`src/design/mtep_pkg.sv`:
```
// ----------------------------------------------------------------------------
// mtep_pkg
// shared types and constants for the midi track event parser
// ----------------------------------------------------------------------------
`default_nettype none

package mtep_pkg;

   // longest variable-length quantity accepted, in bytes (1 to 4)
   localparam int VLV_MAX_BYTES = 4;
   // default width of the per-track event counter
   localparam int EVENT_COUNT_BITS = 16;

   // midi byte boundaries
   localparam logic [7:0] DATA_MAX    = 8'h7F;
   localparam logic [7:0] CHAN3_LO    = 8'h80;
   localparam logic [7:0] CHAN3_HI    = 8'hBF;
   localparam logic [7:0] CHAN2_LO    = 8'hC0;
   localparam logic [7:0] CHAN2_HI    = 8'hDF;
   localparam logic [7:0] PITCH_LO    = 8'hE0;
   localparam logic [7:0] PITCH_HI    = 8'hEF;
   localparam logic [7:0] META_STATUS = 8'hFF;
   localparam logic [7:0] SYSEX_START = 8'hF0;
   localparam logic [7:0] SYSEX_ESC   = 8'hF7;
   localparam logic [7:0] VLV_PAYLOAD = 8'b01111111;

   // event kinds
   localparam logic [1:0] KIND_CHAN3 = 2'd0;
   localparam logic [1:0] KIND_CHAN2 = 2'd1;
   localparam logic [1:0] KIND_META  = 2'd2;
   localparam logic [1:0] KIND_SYSEX = 2'd3;

   // error codes
   localparam logic [2:0] ERR_NONE       = 3'd0;
   localparam logic [2:0] ERR_NO_RUNNING = 3'd1;
   localparam logic [2:0] ERR_BAD_STATUS = 3'd2;
   localparam logic [2:0] ERR_VLV_LONG   = 3'd3;
   localparam logic [2:0] ERR_TRUNCATED  = 3'd4;

   // parse phase
   typedef enum logic [4:0] {
      PH_DELTA  = 5'b00001,
      PH_STATUS = 5'b00010,
      PH_MTYPE  = 5'b00100,
      PH_LEN    = 5'b01000,
      PH_DATA   = 5'b10000
   } phase_type;

   typedef struct packed {
      logic [7:0] in_byte;
      logic       track_first;
      logic       track_last;
   } req_payload_type;

   typedef struct packed {
      logic [7:0]  out_byte;
      logic [27:0] delta_time;
      logic [15:0] event_number;
      logic [1:0]  event_kind;
      logic        first_of_event;
      logic        last_of_event;
      logic        implied_valid;
      logic [7:0]  implied_status;
      logic [2:0]  error_code;
   } rsp_payload_type;

endpackage

`default_nettype wire

```
`src/design/midi_track_event_parser.sv`:
```
// ----------------------------------------------------------------------------
// midi_track_event_parser
// splits the bytes of a midi track chunk into events, one byte per transfer
// ----------------------------------------------------------------------------
// an accepted byte's result, if it has one, goes to the output register, or to the skid register while that is held
// throughput: one byte per cycle while req_stall is low; the whole parse step sits in one register stage
// req_stall rises only while the skid register holds a result that found the
// output register occupied, and falls once that result moves on
// reset (synchronous) clears the parser state, the event count and both valids
`default_nettype none

module midi_track_event_parser #(
   parameter int EVENT_COUNT_BITS = mtep_pkg::EVENT_COUNT_BITS
) (
   input  wire                         clock,
   input  wire                         reset,
   // byte input
   input  wire                         req_valid,
   output logic                        req_stall,
   input  wire mtep_pkg::req_payload_type req_data,
   // event byte output
   output logic                        rsp_valid,
   input  wire                         rsp_stall,
   output mtep_pkg::rsp_payload_type   rsp_data
);

   // bits of the count that reach event_number
   localparam int NumW = (EVENT_COUNT_BITS < 16) ? EVENT_COUNT_BITS : 16;

   // parser state
   mtep_pkg::phase_type         phase_ff, phase_in;
   logic [7:0]                  run_status_ff, run_status_in;
   logic [27:0]                 delta_acc_ff, delta_acc_in;
   logic [1:0]                  vlv_seen_ff, vlv_seen_in;
   logic [27:0]                 len_acc_ff, len_acc_in;
   logic [28:0]                 bytes_left_ff, bytes_left_in;
   logic [EVENT_COUNT_BITS-1:0] event_count_ff, event_count_in;
   logic [1:0]                  kind_ff, kind_in;

   // output register and skid register
   logic                        out_valid_ff, out_valid_in;
   mtep_pkg::rsp_payload_type   out_data_ff, out_data_in;
   logic                        skid_valid_ff, skid_valid_in;
   mtep_pkg::rsp_payload_type   skid_data_ff, skid_data_in;

   // handshake
   logic                        req_take;
   logic                        rsp_take;

   // parse step results
   logic                        res_valid;
   mtep_pkg::rsp_payload_type   res_data;

   assign req_stall = skid_valid_ff;
   assign rsp_valid = out_valid_ff;
   assign rsp_data  = out_data_ff;
   assign req_take  = req_valid && !skid_valid_ff;
   assign rsp_take  = out_valid_ff && !rsp_stall;

   // ------------------------------------------------------------------
   // parse step: one byte against the current state
   // ------------------------------------------------------------------
   always_comb begin
      logic [7:0]                  b;
      mtep_pkg::phase_type         cur_phase;
      logic [7:0]                  cur_rs;
      logic [1:0]                  cur_seen;
      logic [1:0]                  cur_kind;
      logic [EVENT_COUNT_BITS-1:0] cur_count;
      logic [27:0]                 delta_new;
      logic [27:0]                 len_new;
      logic                        vlv_over;
      logic [28:0]                 left_dec;
      logic                        is_chan3;
      logic                        is_chan2;
      logic                        rs_chan2;
      logic                        emit;
      logic                        done;
      logic [2:0]                  err;
      logic                        fo;
      logic                        lo;
      logic                        iv;
      logic [7:0]                  istat;

      b = req_data.in_byte;

      // start of a track restarts the parse before the byte is looked at
      cur_phase = req_data.track_first ? mtep_pkg::PH_DELTA : phase_ff;
      cur_rs    = req_data.track_first ? 8'd0 : run_status_ff;
      cur_seen  = req_data.track_first ? 2'd0 : vlv_seen_ff;
      cur_kind  = req_data.track_first ? mtep_pkg::KIND_CHAN3 : kind_ff;
      cur_count = req_data.track_first ? '0 : event_count_ff;

      phase_in       = cur_phase;
      run_status_in  = cur_rs;
      delta_acc_in   = req_data.track_first ? 28'd0 : delta_acc_ff;
      vlv_seen_in    = cur_seen;
      len_acc_in     = req_data.track_first ? 28'd0 : len_acc_ff;
      bytes_left_in  = req_data.track_first ? 29'd0 : bytes_left_ff;
      kind_in        = cur_kind;
      event_count_in = cur_count;

      // seven payload bits shifted onto the accumulator (fresh on the first byte)
      delta_new = {((cur_seen != 2'd0) ? delta_acc_ff[20:0] : 21'd0),
                   b[6:0] & mtep_pkg::VLV_PAYLOAD[6:0]};
      len_new   = {((cur_seen != 2'd0) ? len_acc_ff[20:0] : 21'd0),
                   b[6:0] & mtep_pkg::VLV_PAYLOAD[6:0]};
      vlv_over  = b[7] && (({1'b0, cur_seen} + 3'd1) >= 3'(mtep_pkg::VLV_MAX_BYTES));
      left_dec  = bytes_left_in - 29'd1;

      is_chan3 = ((b >= mtep_pkg::CHAN3_LO) && (b <= mtep_pkg::CHAN3_HI)) ||
                 ((b >= mtep_pkg::PITCH_LO) && (b <= mtep_pkg::PITCH_HI));
      is_chan2 = (b >= mtep_pkg::CHAN2_LO) && (b <= mtep_pkg::CHAN2_HI);
      rs_chan2 = (cur_rs >= mtep_pkg::CHAN2_LO) && (cur_rs <= mtep_pkg::CHAN2_HI);

      emit  = 1'b0;
      done  = 1'b0;
      err   = mtep_pkg::ERR_NONE;
      fo    = 1'b0;
      lo    = 1'b0;
      iv    = 1'b0;
      istat = 8'd0;

      case (cur_phase)
         mtep_pkg::PH_DELTA: begin
            delta_acc_in = delta_new;
            if (b[7]) begin
               if (vlv_over) begin
                  err = mtep_pkg::ERR_VLV_LONG;
               end else begin
                  vlv_seen_in = cur_seen + 2'd1;
               end
            end else begin
               vlv_seen_in = 2'd0;
               phase_in    = mtep_pkg::PH_STATUS;
            end
         end
         mtep_pkg::PH_STATUS: begin
            emit = 1'b1;
            fo   = 1'b1;
            if (is_chan3) begin
               kind_in       = mtep_pkg::KIND_CHAN3;
               run_status_in = b;
               bytes_left_in = 29'd2;
               phase_in      = mtep_pkg::PH_DATA;
            end else if (is_chan2) begin
               kind_in       = mtep_pkg::KIND_CHAN2;
               run_status_in = b;
               bytes_left_in = 29'd1;
               phase_in      = mtep_pkg::PH_DATA;
            end else if (b == mtep_pkg::META_STATUS) begin
               kind_in       = mtep_pkg::KIND_META;
               run_status_in = 8'd0;
               phase_in      = mtep_pkg::PH_MTYPE;
            end else if ((b == mtep_pkg::SYSEX_START) || (b == mtep_pkg::SYSEX_ESC)) begin
               kind_in       = mtep_pkg::KIND_SYSEX;
               run_status_in = 8'd0;
               vlv_seen_in   = 2'd0;
               phase_in      = mtep_pkg::PH_LEN;
            end else if (b <= mtep_pkg::DATA_MAX) begin
               // data byte in status position: running status
               if (cur_rs != 8'd0) begin
                  kind_in = rs_chan2 ? mtep_pkg::KIND_CHAN2 : mtep_pkg::KIND_CHAN3;
                  iv      = 1'b1;
                  istat   = cur_rs;
                  if (rs_chan2) begin
                     lo   = 1'b1;
                     done = 1'b1;
                  end else begin
                     bytes_left_in = 29'd1;
                     phase_in      = mtep_pkg::PH_DATA;
                  end
               end else begin
                  err = mtep_pkg::ERR_NO_RUNNING;
               end
            end else begin
               err = mtep_pkg::ERR_BAD_STATUS;
            end
         end
         mtep_pkg::PH_MTYPE: begin
            emit        = 1'b1;
            vlv_seen_in = 2'd0;
            phase_in    = mtep_pkg::PH_LEN;
         end
         mtep_pkg::PH_LEN: begin
            emit       = 1'b1;
            len_acc_in = len_new;
            if (b[7]) begin
               if (vlv_over) begin
                  err = mtep_pkg::ERR_VLV_LONG;
               end else begin
                  vlv_seen_in = cur_seen + 2'd1;
               end
            end else begin
               vlv_seen_in = 2'd0;
               if (len_new == 28'd0) begin
                  // empty meta or sysex ends on its length
                  lo   = 1'b1;
                  done = 1'b1;
               end else begin
                  bytes_left_in = {1'b0, len_new};
                  phase_in      = mtep_pkg::PH_DATA;
               end
            end
         end
         mtep_pkg::PH_DATA: begin
            emit          = 1'b1;
            bytes_left_in = left_dec;
            if (left_dec == 29'd0) begin
               lo   = 1'b1;
               done = 1'b1;
            end
         end
         default: begin
            phase_in    = mtep_pkg::PH_DELTA;
            vlv_seen_in = 2'd0;
         end
      endcase

      // track ends inside an event
      if ((err == mtep_pkg::ERR_NONE) && req_data.track_last && !done) begin
         err = mtep_pkg::ERR_TRUNCATED;
      end

      res_data.out_byte     = b;
      res_data.event_number = 16'(cur_count[NumW-1:0]);
      res_data.error_code   = err;

      if (err != mtep_pkg::ERR_NONE) begin
         // pass the byte on with its error code and look for a fresh delta time
         phase_in                = mtep_pkg::PH_DELTA;
         vlv_seen_in             = 2'd0;
         res_valid               = 1'b1;
         res_data.delta_time     = 28'd0;
         res_data.event_kind     = mtep_pkg::KIND_CHAN3;
         res_data.first_of_event = 1'b0;
         res_data.last_of_event  = 1'b0;
         res_data.implied_valid  = 1'b0;
         res_data.implied_status = 8'd0;
      end else begin
         res_valid               = emit;
         res_data.delta_time     = delta_acc_in;
         res_data.event_kind     = kind_in;
         res_data.first_of_event = fo;
         res_data.last_of_event  = lo;
         res_data.implied_valid  = iv;
         res_data.implied_status = istat;
         if (done) begin
            phase_in = mtep_pkg::PH_DELTA;
            // saturating event count
            if (!(&cur_count)) begin
               event_count_in = cur_count + EVENT_COUNT_BITS'(1);
            end
         end
      end
   end

   // ------------------------------------------------------------------
   // output register with skid stage
   // ------------------------------------------------------------------
   always_comb begin
      out_valid_in  = out_valid_ff;
      out_data_in   = out_data_ff;
      skid_valid_in = skid_valid_ff;
      skid_data_in  = skid_data_ff;

      if (skid_valid_ff) begin
         // input is stalled; move the held result on once there is room
         if (!out_valid_ff || rsp_take) begin
            out_valid_in  = 1'b1;
            out_data_in   = skid_data_ff;
            skid_valid_in = 1'b0;
         end
      end else if (req_take && res_valid) begin
         if (!out_valid_ff || rsp_take) begin
            out_valid_in = 1'b1;
            out_data_in  = res_data;
         end else begin
            skid_valid_in = 1'b1;
            skid_data_in  = res_data;
         end
      end else if (rsp_take) begin
         out_valid_in = 1'b0;
      end
   end

   // ------------------------------------------------------------------
   // registers
   // ------------------------------------------------------------------
   always_ff @(posedge clock) begin
      if (reset) begin
         phase_ff       <= mtep_pkg::PH_DELTA;
         run_status_ff  <= 8'd0;
         delta_acc_ff   <= 28'd0;
         vlv_seen_ff    <= 2'd0;
         len_acc_ff     <= 28'd0;
         bytes_left_ff  <= 29'd0;
         event_count_ff <= '0;
         kind_ff        <= mtep_pkg::KIND_CHAN3;
         out_valid_ff   <= 1'b0;
         skid_valid_ff  <= 1'b0;
      end else begin
         if (req_take) begin
            phase_ff       <= phase_in;
            run_status_ff  <= run_status_in;
            delta_acc_ff   <= delta_acc_in;
            vlv_seen_ff    <= vlv_seen_in;
            len_acc_ff     <= len_acc_in;
            bytes_left_ff  <= bytes_left_in;
            event_count_ff <= event_count_in;
            kind_ff        <= kind_in;
         end
         out_valid_ff  <= out_valid_in;
         skid_valid_ff <= skid_valid_in;
      end
   end

   // payload registers, no reset
   always_ff @(posedge clock) begin
      out_data_ff  <= out_data_in;
      skid_data_ff <= skid_data_in;
   end

endmodule

`default_nettype wire
```
`config.mk`:
```
export PLATFORM = sky130hd
export DESIGN_NAME = midi_track_event_parser
export DESIGN_NICKNAME = d
export VERILOG_FILES = /design/src/design/mtep_pkg.sv /design/src/design/midi_track_event_parser.sv
export SDC_FILE = /design/constraint.sdc
export NUM_CORES = 1
export LEC_CHECK = 0
export ABC_CLOCK_PERIOD_IN_PS = 26200
export BUFFER_PORTS_ARGS = -buffer_cell sky130_fd_sc_hd__buf_2
export CORE_UTILIZATION = 45
export CTS_BUF_LIST = sky130_fd_sc_hd__clkbuf_8
export CTS_CLUSTER_DIAMETER = 80
export DETAILED_ROUTE_END_ITERATION = 7
export GPL_TIMING_DRIVEN = 0
export PLACE_DENSITY = 0.58
export SYNTH_ARGS = -nofsm -noshare
export SYNTH_HDL_FRONTEND = slang
export SYNTH_SLANG_ARGS = --single-unit
export TNS_END_PERCENT = 10
```
`constraint.sdc`:
```
create_clock -name clock -period 26.2 [get_ports clock]
set_clock_uncertainty 0.2 [all_clocks]
set_input_delay 2.62 -clock clock [delete_from_list [all_inputs] [get_ports clock]]
set_output_delay 2.62 -clock clock [all_outputs]
set_load 0.05 [all_outputs]
```
==> Yosys cells after proc, flatten, opt, wreduce, memory -nomap -nowiden <==
Cells that the tools add are included.
{ "totals": {"ff_bits": 249, "out_inout_bits": 70} }
{ "classes": {"n_mux": 110, "bitwise": 2, "reduce_logical": 32, "n_addsub": 4, "order_cmp": 10, "n_eq_ne": 8} }
{ "ops": {"columns": ["operator", "n"], "rows": [
  ["$mux 29", 10],
  ["$mux 68", 4],
  ["$mux 8", 13],
  ["$pmux 29 s3", 1],
  ["$mux 21", 4],
  ["$mux 28", 3],
  ["$mux 5", 13],
  ["$mux 16", 4],
  ["$mux 2", 18],
  ["$ge 8x8->1 const B", 4],
  ["$le 8x8->1 const B", 4],
  ["$logic_not 29->1", 1],
  ["$mux 1", 29],
  ["$sub 29x1->29 const B", 1],
  ["$logic_not 28->1", 1],
  ["$pmux 5 s5", 1],
  ["$eq 8x8->1 const B", 3],
  ["$mux 3", 6],
  ["$add 16x1->16 const B", 1],
  ["$reduce_and 16->1", 1],
  ["$mux 13", 1],
  ["$logic_and 1x1->1", 10],
  ["$le 8x7->1 const B", 1],
  ["$reduce_bool 8->1", 1],
  ["21 further kinds", 31]
]} }

==> Longest topological paths before layout <==
Gate-level depths: netlist (run 1).
{ "depth": {"ltp_word": 19, "depth_mapped": 14} }

==> Least setup slack after synthesis (run 1) <==
OpenSTA, ideal clock, no wires.
{ "synth_path": {"path_type": "input-to-reg", "from": "input port req_data[1] (netlist bit)", "to": "register out_data_ff (netlist bit rsp_data[0]) (enable)", "setup_slack_ns": 15.591, "path_stages": 14, "setup_time_ns": 0.596, "arrival_ns": 9.813, "path_buffers": 5, "path_cell_list": "clkbuf_1 buf_1 clkbuf_1 nor2b_1 inv_1 ha_1 clkbuf_1 a31oi_1 o31a_1 nand2_1 o21ai_1 buf_2 nor3_1 a211oi_1"} }
{ "synth_between": {"elab_chain_cells": 19, "elab_cells_between_ends": 54} }
{ "synth_rtl": {"columns": ["element", "line", "text"], "rows": [
  ["start: declaration", "midi_track_event_parser.sv:20", "input wire mtep_pkg::req_payload_type req_data,"],
  ["$mux 8", "midi_track_event_parser.sv:89", "cur_rs = req_data.track_first ? 8'd0 : run_status_ff;"],
  ["$ge 8x8->1 / $le 8x8->1 (equally long branches)", "midi_track_event_parser.sv:114", "rs_chan2 = (cur_rs >= mtep_pkg::CHAN2_LO) && (cur_rs <= mtep_pkg::CHAN2_HI);"],
  ["$logic_and 1x1->1", "midi_track_event_parser.sv:114", null],
  ["$mux 1", "midi_track_event_parser.sv:166", "if (rs_chan2) begin"],
  ["$mux 1", "midi_track_event_parser.sv:162", "if (cur_rs != 8'd0) begin"],
  ["$mux 1", "midi_track_event_parser.sv:160", "end else if (b <= mtep_pkg::DATA_MAX) begin"],
  ["$mux 1", "midi_track_event_parser.sv:155", "end else if ((b == mtep_pkg::SYSEX_START) || (b == mtep_pkg::SYSEX_ESC)) begin"],
  ["$mux 1", "midi_track_event_parser.sv:151", "end else if (b == mtep_pkg::META_STATUS) begin"],
  ["(+3 left out)", null, null],
  ["$logic_not 1->1", "midi_track_event_parser.sv:221", "if ((err == mtep_pkg::ERR_NONE) && req_data.track_last && !done) begin"],
  ["$logic_and 1x1->1", "midi_track_event_parser.sv:221", null],
  ["$mux 3", "midi_track_event_parser.sv:221", null],
  ["$reduce_bool 3->1", "midi_track_event_parser.sv:229", "if (err != mtep_pkg::ERR_NONE) begin"],
  ["$mux 1 *", "midi_track_event_parser.sv:229", null],
  ["$logic_and 1x1->1 *", "midi_track_event_parser.sv:274", "end else if (req_take && res_valid) begin"],
  ["$reduce_bool 2->1 (no line) *", null, null],
  ["$reduce_and 2->1 (no line) *", null, null],
  ["end signal: assignment", "midi_track_event_parser.sv:320", "out_data_ff <= out_data_in;"],
  ["end: declaration", "midi_track_event_parser.sv:42", "mtep_pkg::rsp_payload_type out_data_ff, out_data_in;"]
]} }
Mark *: on every way between the ends. The rest lies on a longest branch, timed or not.
A chain may end at the register's enable or synchronous reset.

==> Final worst setup path (run 1) <==
{ "layout_path": {"from": "input port req_data[1] (netlist bit)", "to": "register out_data_ff (netlist bit rsp_data[29]) (enable)"} }
Same word-level chain as after synthesis.

==> results of run 1 <==
==> power breakdown <==
group	switching [mW]	internal [mW]	leakage, nW
clock	0.156	0.171	0.470
combinational	0.0508	0.0153	2.20
sequential	0.00251	0.417	2.19
==> cell families (layout without fill, tap and decap cells) <==
group,count (synthesis),after routing,synth area share (%)
adder cells (fa/ha/maj),3,3,0.319
multiplexers,29,29,2.74
buffers and inverters,109,276,3.85
AND/OR/NAND/NOR,488,488,20.7
XOR/XNOR,18,18,1.34
flip-flops,249,249,53.9
AO/OA/AOI/OAI,315,315,17.2
==> registers in the layout, summed over array words and instances (netlist names), 2 cells and up <==
register / count
vlv_seen_ff: 2
run_status_ff: 8
skid_data_ff: 68
rsp_data: 68
phase_ff: 5
event_count_ff: 16
len_acc_ff: 21
delta_acc_ff: 28
kind_ff: 2
bytes_left_ff: 29
==> worst paths after layout <==
check              startpoint        endpoint  cells after the start
max               req_data[1]    rsp_data[29]                     17
min            vlv_seen_ff[0]  vlv_seen_ff[0]                      2
max reg2reg  bytes_left_ff[0]    rsp_data[29]                     13
min reg2reg    vlv_seen_ff[0]  vlv_seen_ff[0]                      2
==> worst reg2reg max path: stages (launching register included) <==
cell and delay [ns]:
sky130_fd_sc_hd__dfxtp_1 0.32, sky130_fd_sc_hd__buf_6 0.13, sky130_fd_sc_hd__or4_4 0.53, sky130_fd_sc_hd__buf_6 0.15, sky130_fd_sc_hd__nor2_2 0.31, sky130_fd_sc_hd__nand2_1 0.29, sky130_fd_sc_hd__mux2i_1 0.35, sky130_fd_sc_hd__a211oi_2 0.17
sky130_fd_sc_hd__o21ai_1 0.49, sky130_fd_sc_hd__buf_2 0.37, sky130_fd_sc_hd__nor3_1 0.14, sky130_fd_sc_hd__a211oi_4 0.80, sky130_fd_sc_hd__buf_8 0.28, sky130_fd_sc_hd__buf_8 0.22
==> layout by cell type (no fill, tap or decap), types with 9 or more instances in the layout <==
master	Yosys	routed
sky130_fd_sc_hd__nand3b_1	27	27
sky130_fd_sc_hd__nand2_1	170	170
sky130_fd_sc_hd__o211ai_1	9	9
sky130_fd_sc_hd__a31o_2	9	9
sky130_fd_sc_hd__edfxtp_1	136	136
sky130_fd_sc_hd__nor2_1	103	103
sky130_fd_sc_hd__a31oi_1	18	18
sky130_fd_sc_hd__a21oi_1	107	107
sky130_fd_sc_hd__xor2_1	9	9
sky130_fd_sc_hd__nor2b_1	21	21
sky130_fd_sc_hd__o31ai_1	43	43
sky130_fd_sc_hd__buf_6	4	9
sky130_fd_sc_hd__nor4_1	18	18
sky130_fd_sc_hd__nand3_1	24	24
sky130_fd_sc_hd__o21ai_0	51	51
sky130_fd_sc_hd__clkbuf_1	81	81
sky130_fd_sc_hd__buf_2	5	87
sky130_fd_sc_hd__nor3b_1	25	25
sky130_fd_sc_hd__or4_1	11	11
sky130_fd_sc_hd__nand4_1	12	12
sky130_fd_sc_hd__inv_1	13	32
sky130_fd_sc_hd__mux2_2	25	25
sky130_fd_sc_hd__xnor2_1	9	9
sky130_fd_sc_hd__clkbuf_8	0	46
sky130_fd_sc_hd__and3_1	13	13
sky130_fd_sc_hd__nor3_1	24	23
sky130_fd_sc_hd__dfxtp_1	113	113
sky130_fd_sc_hd__a22oi_1	28	28
sky130_fd_sc_hd__and2_1	16	16
==> layout make-up <==
type	count	area share (%)
clock inverter	30	1.09
clock buffer	46	4.69
inverter	13	0.361
timing repair buffer	91	3.84
multi-input combinational	853	37.0
buffer	96	2.99
tap	330	3.06
sequential	249	47.0
==> layer usage <==
layer  wire length, um  global-route usage, %  share of wire [%]  vias to the layer above
met5                 0                      0                  0                        -
met4               815                   8.00                2.4                        0
met3              2240                   4.29                6.7                       61
met2             14700                   38.9                 44                      368
met1             15900                   36.5                 47                     4813
li1                  -                      -                  -                     4740
==> impl_metrics.xml, run 1 <==
<?xml version="1.0" encoding="UTF-8"?>
<metrics>
  <group name="outcome">
    <metric name="status" unit="">completed</metric>
  </group>
  <group name="route">
    <metric name="first_pass_iters" unit="">5</metric>
    <metric name="first_iter_violations" unit="">888</metric>
    <metric name="vias_after_detailed_routing" unit="">9982</metric>
    <metric name="wirelength" unit="um">33600</metric>
    <metric name="drc" unit="">0</metric>
    <metric name="detail-route-antenna-nets" unit="">0</metric>
    <metric name="detail_route.vias_per_cell" unit="">5.84</metric>
    <metric name="routedWlPerCell" unit="um">19.7</metric>
  </group>
  <group name="setup_path">
    <metric name="worst_path_dominant_cell_family" unit="">buffers and inverters</metric>
    <metric name="critical_path_class" unit="">input port to flip-flop</metric>
    <metric name="critical_path_buf_inv_count" unit="">9</metric>
    <metric name="worstSetupStartpointType" unit="">input port</metric>
    <metric name="worstPathRequired" unit="ns">26.26</metric>
    <metric name="critical-path-max-stage-delay" unit="ns">0.80</metric>
    <metric name="crit_arrival" unit="ns">7.90</metric>
    <metric name="crit_chain" unit="">buf_2 -&gt; clkbuf_1 -&gt; buf_1 -&gt; clkbuf_1 -&gt; nor2b_1 -&gt; inv_1 -&gt; ha_1 -&gt; clkbuf_1 -&gt; a31oi_1 -&gt; o31a_1 -&gt; nand2_1 -&gt; o21ai_1 -&gt; buf_2 -&gt; nor3_1 -&gt; a211oi_4 -&gt; buf_8 -&gt; buf_8</metric>
    <metric name="critical_path.endpoint_type" unit="">flip-flop</metric>
    <metric name="timing.critical_path.fanout_max" unit="">20</metric>
    <metric name="reg2reg_setup_slack" unit="ns">21.15</metric>
    <metric name="timing.critical_path.mode_cell" unit="">sky130_fd_sc_hd__clkbuf_1</metric>
    <metric name="critical_path.slowest_cell" unit="">sky130_fd_sc_hd__a211oi_4</metric>
  </group>
  <group name="logic_synthesis">
    <metric name="area_contributors_post_synth" unit="">sky130_fd_sc_hd__edfxtp_1 35%, sky130_fd_sc_hd__dfxtp_1 19%, sky130_fd_sc_hd__nand2_1 5.4%</metric>
    <metric name="synth_top_flop_cell" unit="">sky130_fd_sc_hd__edfxtp_1</metric>
    <metric name="synthDistinctLibCells" unit="">72</metric>
    <metric name="sequential_element_share_of_the_synthesized_area" unit="%">53.9</metric>
    <metric name="synth-edff-count" unit="">136</metric>
    <metric name="ys_top_cells_by_count" unit="">170 x sky130_fd_sc_hd__nand2_1, 136 x sky130_fd_sc_hd__edfxtp_1, 113 x sky130_fd_sc_hd__dfxtp_1</metric>
    <metric name="syn-num-nets" unit="">1228</metric>
    <metric name="async_flop_share" unit="%">0</metric>
    <metric name="post_synth_instance_area" unit="um2">11800</metric>
    <metric name="mapped_cells" unit="">1211</metric>
    <metric name="netlist.top_cell.by_area" unit="">sky130_fd_sc_hd__edfxtp_1</metric>
    <metric name="synth.ff_latch_count" unit="">249</metric>
    <metric name="yosysMostFrequentCell" unit="">sky130_fd_sc_hd__nand2_1</metric>
    <metric name="synthDominantCellAreaShare" unit="%">34.7</metric>
    <metric name="post_synth.cell_area_avg" unit="um2">9.73</metric>
    <metric name="yosys_warnings" unit="">0</metric>
  </group>
  <group name="final_layout">
    <metric name="final_cells" unit="">1708</metric>
    <metric name="num-nets-final" unit="">1364</metric>
    <metric name="drive_gt1_share" unit="%">15.1</metric>
    <metric name="flow.area_growth_from_synthesis" unit="%">14.7</metric>
    <metric name="final_cell_area" unit="um2">13500</metric>
    <metric name="nFillCells" unit="">2401</metric>
    <metric name="multi_input_area" unit="um2">5000</metric>
    <metric name="antenna_cells_inserted" unit="">0</metric>
    <metric name="seqCellArea" unit="um2">6350</metric>
    <metric name="post-route-util" unit="%">53.2</metric>
  </group>
  <group name="place">
    <metric name="placed_area" unit="um2">12700</metric>
    <metric name="detailedPlacementHpwl" unit="um">23500</metric>
    <metric name="port-buffer-count" unit="">82</metric>
    <metric name="globalplace.congestion" unit="">0.920</metric>
    <metric name="post-place-cells" unit="">1632</metric>
    <metric name="detailedPlace.worstSlack" unit="ns">17.88</metric>
  </group>
  <group name="clock_tree">
    <metric name="clk-insertion-delay-late" unit="ns">0.55</metric>
    <metric name="htree_levels" unit="">2</metric>
    <metric name="cts_repair_resize_count" unit="">0</metric>
    <metric name="cts_root_buf" unit="">sky130_fd_sc_hd__clkbuf_8</metric>
    <metric name="tritoncts.num_buffers" unit="">43</metric>
    <metric name="tritoncts_clock_tree" unit="">done</metric>
    <metric name="cts_max_path_buffers" unit="">3</metric>
    <metric name="clk_transition_reported_paths" unit="ns">0.06</metric>
    <metric name="ctsHoldBuffers" unit="">0</metric>
    <metric name="clock-sinks" unit="">249</metric>
    <metric name="postCtsSetupBuffers" unit="">0</metric>
  </group>
  <group name="floorplanning">
    <metric name="core_area" unit="um2">25400</metric>
    <metric name="initial_core_util" unit="%">46.4</metric>
    <metric name="horiz_die_dim" unit="um">164</metric>
    <metric name="height_of_the_chip" unit="um">164</metric>
    <metric name="rows" unit="">58</metric>
    <metric name="design.die.area" unit="um2">26800</metric>
    <metric name="boundaryPins" unit="">84</metric>
  </group>
  <group name="timing">
    <metric name="final_critical_path_setup_slack" unit="ns">18.36</metric>
    <metric name="setup_repair_after_global_routing_missed_its_margin" unit="">no</metric>
    <metric name="fin_hold_ws" unit="ns">0.255</metric>
    <metric name="min_period" unit="ns">7.84</metric>
    <metric name="finalSetupViolCount" unit="">0</metric>
    <metric name="final.period_utilization" unit="%">29.9</metric>
    <metric name="maxSlewHeadroom" unit="%">11.1</metric>
    <metric name="clock.fmax" unit="GHz">0.128</metric>
    <metric name="worst_slew_pin_slew" unit="ns">1.33</metric>
    <metric name="final_hold_viol_count" unit="">0</metric>
    <metric name="count_of_final_max_slew_check_failures" unit="">0</metric>
    <metric name="fin_setup_tns" unit="ns">0</metric>
  </group>
  <group name="global_route">
    <metric name="global_route.overflow_total" unit="">0</metric>
    <metric name="grt_antenna_before_repair" unit="">0</metric>
    <metric name="grt_pass1_wl" unit="um">52900</metric>
    <metric name="maximum_number_of_pins_on_one_net_before_global_route_repair" unit="">21</metric>
    <metric name="grt_pass1_vias" unit="">9468</metric>
    <metric name="track_usage" unit="%">25.4</metric>
  </group>
  <group name="power_and_ir_drop">
    <metric name="power_per_cell_area" unit="nW/um2">60.1</metric>
    <metric name="total_power" unit="mW">0.812</metric>
    <metric name="leakage" unit="nW">4.86</metric>
    <metric name="vdd_ir_drop_max" unit="uV">44.1</metric>
  </group>
  <group name="min_path">
    <metric name="hold_class" unit="">flip-flop to flip-flop</metric>
  </group>
  <group name="flow_run">
    <metric name="maxCapViolations" unit="">0</metric>
  </group>
</metrics>
Power figures use the tool's default switching activity.
==> run 2, diff against run 1 <==
Settings changed: ABC_CLOCK_PERIOD_IN_PS 26200 to 6640, PLACE_DENSITY 0.58 to 0.61.
Clock period 26.2 ns to 6.64 ns, I/O delays scaled along.
==> run 2 against run 1 <==
Effect of this change: non-clock buffer count is 1 higher; sequential power grew to 4.0 times the previous value; register-to-register slack worse by 20 ns; clock power grew to 4.1 times the previous value; wire length is 0.73% lower; design area is 0.46% higher; first-iteration DRC count is 11% higher; largest power group unchanged; cell count is 0.18% higher; global-route usage is 0.28 points lower.
==> impl_metrics.xml, run 2 (synthesis results as in run 1) <==
<?xml version="1.0" encoding="UTF-8"?>
<metrics>
  <group name="outcome">
    <metric name="status" unit="">completed</metric>
  </group>
  <group name="place">
    <metric name="detailedPlace.worstSlack" unit="ns">0.261</metric>
    <metric name="detailedPlacementHpwl" unit="um">23700</metric>
    <metric name="globalplace.congestion" unit="">0.938</metric>
    <metric name="post-place-cells" unit="">1633</metric>
    <metric name="port-buffer-count" unit="">82</metric>
  </group>
  <group name="setup_path">
    <metric name="critical_path_class" unit="">input port to flip-flop</metric>
    <metric name="critical_path.slowest_cell" unit="">sky130_fd_sc_hd__nor3_2</metric>
    <metric name="worstSetupStartpointType" unit="">input port</metric>
    <metric name="timing.critical_path.fanout_max" unit="">13</metric>
    <metric name="timing.critical_path.mode_cell" unit="">sky130_fd_sc_hd__buf_6</metric>
    <metric name="critical_path.endpoint_type" unit="">flip-flop</metric>
    <metric name="critical-path-max-stage-delay" unit="ns">0.71</metric>
    <metric name="crit_chain" unit="">buf_2 -&gt; clkbuf_1 -&gt; inv_1 -&gt; buf_1 -&gt; nand2_1 -&gt; ha_1 -&gt; clkbuf_1 -&gt; a31oi_1 -&gt; o31a_1 -&gt; nand2_1 -&gt; o21ai_1 -&gt; buf_2 -&gt; nor2_1 -&gt; nor3_2 -&gt; buf_6 -&gt; buf_6 -&gt; buf_6 -&gt; buf_6</metric>
    <metric name="crit_arrival" unit="ns">5.95</metric>
    <metric name="worstPathRequired" unit="ns">6.71</metric>
    <metric name="reg2reg_setup_slack" unit="ns">1.44</metric>
  </group>
  <group name="global_route">
    <metric name="grt_pass1_vias" unit="">9223</metric>
    <metric name="grt_pass1_wl" unit="um">52300</metric>
    <metric name="track_usage" unit="%">25.1</metric>
    <metric name="maximum_number_of_pins_on_one_net_before_global_route_repair" unit="">20</metric>
    <metric name="grt_antenna_before_repair" unit="">0</metric>
    <metric name="global_route.overflow_total" unit="">0</metric>
  </group>
  <group name="timing">
    <metric name="min_period" unit="ns">5.88</metric>
    <metric name="count_of_final_max_slew_check_failures" unit="">0</metric>
    <metric name="final.period_utilization" unit="%">88.6</metric>
    <metric name="setup_repair_after_global_routing_missed_its_margin" unit="">no</metric>
    <metric name="maxSlewHeadroom" unit="%">13.0</metric>
    <metric name="clock.fmax" unit="GHz">0.170</metric>
    <metric name="finalSetupViolCount" unit="">0</metric>
    <metric name="final_hold_viol_count" unit="">0</metric>
    <metric name="worst_slew_pin_slew" unit="ns">1.30</metric>
    <metric name="fin_setup_tns" unit="ns">0</metric>
    <metric name="final_critical_path_setup_slack" unit="ns">0.756</metric>
  </group>
  <group name="route">
    <metric name="drc" unit="">0</metric>
    <metric name="first_iter_violations" unit="">984</metric>
    <metric name="detail-route-antenna-nets" unit="">0</metric>
    <metric name="routedWlPerCell" unit="um">19.5</metric>
    <metric name="vias_after_detailed_routing" unit="">9965</metric>
    <metric name="detail_route.vias_per_cell" unit="">5.82</metric>
    <metric name="first_pass_iters" unit="">6</metric>
    <metric name="wirelength" unit="um">33300</metric>
  </group>
  <group name="clock_tree">
    <metric name="clock-sinks" unit="">249</metric>
    <metric name="tritoncts.num_buffers" unit="">43</metric>
    <metric name="cts_root_buf" unit="">sky130_fd_sc_hd__clkbuf_8</metric>
    <metric name="htree_levels" unit="">2</metric>
    <metric name="ctsHoldBuffers" unit="">0</metric>
    <metric name="clk_transition_reported_paths" unit="ns">0.06</metric>
    <metric name="clk-insertion-delay-late" unit="ns">0.57</metric>
    <metric name="cts_repair_resize_count" unit="">0</metric>
    <metric name="postCtsSetupBuffers" unit="">0</metric>
    <metric name="tritoncts_clock_tree" unit="">done</metric>
    <metric name="cts_max_path_buffers" unit="">3</metric>
  </group>
  <group name="flow_run">
    <metric name="maxCapViolations" unit="">0</metric>
  </group>
  <group name="floorplanning">
    <metric name="design.die.area" unit="um2">26800</metric>
    <metric name="horiz_die_dim" unit="um">164</metric>
    <metric name="rows" unit="">58</metric>
    <metric name="boundaryPins" unit="">84</metric>
    <metric name="height_of_the_chip" unit="um">164</metric>
    <metric name="core_area" unit="um2">25400</metric>
    <metric name="initial_core_util" unit="%">46.4</metric>
  </group>
  <group name="final_layout">
    <metric name="num-nets-final" unit="">1365</metric>
    <metric name="final_cells" unit="">1711</metric>
    <metric name="antenna_cells_inserted" unit="">0</metric>
    <metric name="mostFrequentLayoutCell" unit="">sky130_fd_sc_hd__nand2_1</metric>
    <metric name="top_library_cells_by_usage_in_the_layout_fill_and_taps_aside" unit="">170 x sky130_fd_sc_hd__nand2_1, 136 x sky130_fd_sc_hd__edfxtp_1, 113 x sky130_fd_sc_hd__dfxtp_1</metric>
    <metric name="drive_gt1_share" unit="%">15.4</metric>
    <metric name="flow.area_growth_from_synthesis" unit="%">15.2</metric>
  </group>
  <group name="power_and_ir_drop">
    <metric name="leakage" unit="nW">4.88</metric>
    <metric name="total_power" unit="mW">3.25</metric>
    <metric name="power_per_cell_area" unit="nW/um2">239</metric>
    <metric name="vdd_ir_drop_max" unit="uV">149</metric>
  </group>
  <group name="min_path">
    <metric name="hold_class" unit="">input port to flip-flop</metric>
  </group>
</metrics>
## run 2: metrics by stage
stage	hold WS, ns	utilization, %	area (um2)
3_5_place_dp	0.237	50.2	12700
2_1_floorplan	0.217	-	11800
6_report	0.100	53.4	13600
5_1_grt	0.0918	53.4	13600
4_1_cts	0.0857	53.4	13600
3_3_place_gp	0.237	49.6	12600
## run 2: layer usage
layer  GRT usage (%)  vias up  wire, um  part of all wire, %
met4            7.28        0       716                  2.1
met2            38.1      349     14700                   44
met5               0        -         0                    0
li1                -     4731         -                    -
met3            3.94       58      1880                  5.6
met1            36.8     4827     16000                   48
## run 2: worst max-delay path: cells and delay by family
family / cells / cell delay [ns]
adders and majority gates: 1 / 0.21
buffers and inverters: 10 / 2.69
AOI/OAI and AO/OA: 3 / 1.26
and+or+nand+nor: 4 / 1.11
## run 2: cell type report
cell class                 count  area [um2]
buffer                        96         404
timing repair buffer          92         538
fill                        2400       11800
clock buffer                  52         716
sequential                   249        6350
clock inverter                26         109
tap                          330         413
multi-input combinational    853        5000
inverter                      13        48.8
## run 2: final timing paths
kind,start,endpoint,cells past startpoint
max,req_data[1],skid_data_ff[23],18
min,req_data[5],skid_data_ff[63],1
max reg2reg,bytes_left_ff[7],skid_data_ff[23],14
min reg2reg,vlv_seen_ff[0],vlv_seen_ff[0],2
## run 2: power by group
group	internal (mW)	switching [mW]	total, mW
Sequential	1.65	0.0102	1.66
Combinational	0.0613	0.200	0.261
Clock	0.707	0.622	1.33
==> run 3, diff against run 2 <==
Settings changed: CORE_UTILIZATION 45 to 57, CTS_CLUSTER_DIAMETER 80 to 120, PLACE_DENSITY 0.61 to 0.75.
==> run 3 against run 2 <==
Effect of this change: sequential power about the same; via count up 0.40%; worst hold slack better by 0.015 ns; wire length down 5.8%; critical path depth down 1; cell count down 3.9%; power down 4.0%; non-clock buffer count down 2; critical path type unchanged; largest power group unchanged.
==> impl_metrics.xml, run 3 (synthesis results as in run 1) <==
<?xml version="1.0" encoding="UTF-8"?>
<metrics>
  <group name="timing">
    <metric name="final.period_utilization" unit="%">84.6</metric>
    <metric name="maxSlewHeadroom" unit="%">18.4</metric>
    <metric name="min_period" unit="ns">5.61</metric>
    <metric name="fin_setup_tns" unit="ns">0</metric>
    <metric name="clock.fmax" unit="GHz">0.178</metric>
    <metric name="worst_slew_pin_slew" unit="ns">1.22</metric>
    <metric name="final_hold_viol_count" unit="">0</metric>
    <metric name="count_of_final_max_slew_check_failures" unit="">0</metric>
    <metric name="setup_repair_after_global_routing_missed_its_margin" unit="">no</metric>
    <metric name="finalSetupViolCount" unit="">0</metric>
  </group>
  <group name="global_route">
    <metric name="global_route.overflow_total" unit="">0</metric>
    <metric name="track_usage" unit="%">29.7</metric>
    <metric name="grt_antenna_before_repair" unit="">0</metric>
    <metric name="maximum_number_of_pins_on_one_net_before_global_route_repair" unit="">21</metric>
    <metric name="grt_pass1_vias" unit="">9313</metric>
    <metric name="grt_pass1_wl" unit="um">49900</metric>
  </group>
  <group name="floorplanning">
    <metric name="horiz_die_dim" unit="um">146</metric>
    <metric name="initial_core_util" unit="%">58.2</metric>
    <metric name="core_area" unit="um2">20200</metric>
    <metric name="height_of_the_chip" unit="um">146</metric>
    <metric name="rows" unit="">52</metric>
    <metric name="design.die.area" unit="um2">21200</metric>
    <metric name="boundaryPins" unit="">84</metric>
  </group>
  <group name="clock_tree">
    <metric name="cts_root_buf" unit="">sky130_fd_sc_hd__clkbuf_8</metric>
    <metric name="cts_repair_resize_count" unit="">0</metric>
    <metric name="tritoncts_clock_tree" unit="">done</metric>
    <metric name="htree_levels" unit="">2</metric>
    <metric name="clk_transition_reported_paths" unit="ns">0.06</metric>
    <metric name="clk-insertion-delay-late" unit="ns">0.56</metric>
    <metric name="postCtsSetupBuffers" unit="">0</metric>
    <metric name="ctsHoldBuffers" unit="">0</metric>
    <metric name="tritoncts.num_buffers" unit="">41</metric>
    <metric name="clock-sinks" unit="">249</metric>
    <metric name="cts_max_path_buffers" unit="">3</metric>
  </group>
  <group name="place">
    <metric name="placed_area" unit="um2">12700</metric>
    <metric name="globalplace.congestion" unit="">0.936</metric>
    <metric name="port-buffer-count" unit="">82</metric>
    <metric name="post-place-cells" unit="">1571</metric>
    <metric name="detailedPlacementHpwl" unit="um">22300</metric>
  </group>
  <group name="setup_path">
    <metric name="reg2reg_setup_slack" unit="ns">1.62</metric>
    <metric name="critical_path.endpoint_type" unit="">flip-flop</metric>
    <metric name="timing.critical_path.fanout_max" unit="">13</metric>
    <metric name="worstPathRequired" unit="ns">6.68</metric>
    <metric name="rr_startpoint" unit="">bytes_left_ff[1]</metric>
    <metric name="worstReg2RegEnd" unit="">skid_data_ff[66]</metric>
    <metric name="worstSetupStartpointType" unit="">input port</metric>
    <metric name="crit_arrival" unit="ns">5.66</metric>
    <metric name="critical_path_class" unit="">input port to flip-flop</metric>
    <metric name="first_element_of_the_critical_path" unit="">req_data[1]</metric>
    <metric name="r2r_cells" unit="">14</metric>
  </group>
  <group name="route">
    <metric name="highest_layer" unit="">met4</metric>
    <metric name="drc" unit="">0</metric>
    <metric name="detailroute.wirelength.met3" unit="um">2560</metric>
    <metric name="wirelength" unit="um">31400</metric>
    <metric name="vias_after_detailed_routing" unit="">10005</metric>
    <metric name="met1Wirelength" unit="um">14200</metric>
    <metric name="routedWlPerCell" unit="um">19.1</metric>
    <metric name="first_iter_violations" unit="">1078</metric>
    <metric name="detail-route-antenna-nets" unit="">0</metric>
    <metric name="detailroute.wirelength.met2" unit="um">13600</metric>
    <metric name="first_pass_iters" unit="">5</metric>
    <metric name="detail_route.vias_per_cell" unit="">6.08</metric>
  </group>
  <group name="final_layout">
    <metric name="antenna_cells_inserted" unit="">0</metric>
    <metric name="top_library_cells_by_usage_in_the_layout_fill_and_taps_aside" unit="">170 x sky130_fd_sc_hd__nand2_1, 136 x sky130_fd_sc_hd__edfxtp_1, 113 x sky130_fd_sc_hd__dfxtp_1</metric>
    <metric name="mostFrequentLayoutCell" unit="">sky130_fd_sc_hd__nand2_1</metric>
    <metric name="num-nets-final" unit="">1361</metric>
    <metric name="flow.area_growth_from_synthesis" unit="%">13.6</metric>
    <metric name="final_cell_area" unit="um2">13400</metric>
    <metric name="drive_gt1_share" unit="%">14.6</metric>
    <metric name="final_cells" unit="">1645</metric>
  </group>
  <group name="min_path">
    <metric name="timing.hold.worst.start" unit="">req_data[5]</metric>
    <metric name="whs_endpoint" unit="">skid_data_ff[63]</metric>
    <metric name="worstHoldPathCells" unit="">1</metric>
    <metric name="hold_class" unit="">input port to flip-flop</metric>
  </group>
  <group name="outcome">
    <metric name="status" unit="">completed</metric>
  </group>
  <group name="power_and_ir_drop">
    <metric name="leakage" unit="nW">4.86</metric>
    <metric name="vdd_ir_drop_max" unit="uV">178</metric>
    <metric name="power_per_cell_area" unit="nW/um2">233</metric>
  </group>
  <group name="flow_run">
    <metric name="maxCapViolations" unit="">0</metric>
  </group>
</metrics>
## run 3: changes by cell type in the layout (fill, tap and decap cells not counted), sizes merged
cell,previous run,this run
inv,31,40
clkbuf,133,125
clkinv,7,3
buf,107,105
clkinvlp,1,0
## run 3: routing by layer
layer  up-vias  track usage, %
li1       4728               -
met1      4750            43.4
met2       445            44.4
met3        82            4.86
met4         0            11.4
met5         -               0
## run 3: critical path, stage by stage
cell	delay, ns
sky130_fd_sc_hd__buf_2	0.11
sky130_fd_sc_hd__clkbuf_1	0.27
sky130_fd_sc_hd__inv_1	0.34
sky130_fd_sc_hd__buf_1	0.54
sky130_fd_sc_hd__nand2_1	0.17
sky130_fd_sc_hd__ha_1	0.21
sky130_fd_sc_hd__clkbuf_1	0.25
sky130_fd_sc_hd__a31oi_1	0.37
sky130_fd_sc_hd__o31a_1	0.37
sky130_fd_sc_hd__nand2_1	0.14
sky130_fd_sc_hd__o21ai_1	0.36
sky130_fd_sc_hd__buf_2	0.31
sky130_fd_sc_hd__nor2_1	0.08
sky130_fd_sc_hd__nor3_2	0.78
sky130_fd_sc_hd__buf_6	0.27
sky130_fd_sc_hd__buf_6	0.19
sky130_fd_sc_hd__buf_6	0.19
## run 3: power breakdown
part	leakage (nW)	switching [mW]	internal (mW)	total [mW]
Clock	0.466	0.594	0.609	1.20
Combinational	2.20	0.198	0.0611	0.259
Sequential	2.19	0.0103	1.65	1.66
Total	4.86	0.802	2.32	3.12
## run 3: area by class of cell
| type | instances | area (um2) |
|---|---|---|
| Timing Repair Buffer | 90 | 524 |
| Fill cell | 1668 | 6850 |
| Multi-Input combinational cell | 853 | 5000 |
| Buffer | 96 | 404 |
| Clock inverter | 30 | 119 |
| Tap cell | 270 | 338 |
| Inverter | 13 | 48.8 |
| Sequential cell | 249 | 6350 |
| Clock buffer | 44 | 606 |
## run 3: worst max path at each step
stage                       endpoint  slack (ns)
finish              skid_data_ff[66]        1.03
global route        skid_data_ff[60]        0.78
CTS                 skid_data_ff[60]        1.11
detailed placement  skid_data_ff[61]        0.54
global placement    skid_data_ff[61]       -4.88
floorplan            skid_data_ff[0]       -1.55
## run 3: stage by stage
stage          util [%]  power (mW)  setup slack, ns  hold WS (ns)
6_report           66.1        3.12             1.03         0.115
5_1_grt            66.1        3.21            0.776         0.107
4_1_cts            66.1        3.12             1.11        0.0936
3_5_place_dp       62.6        1.94            0.542         0.249
3_3_place_gp       61.9        1.94            -4.88         0.237
2_1_floorplan         -        1.86            -1.55         0.217
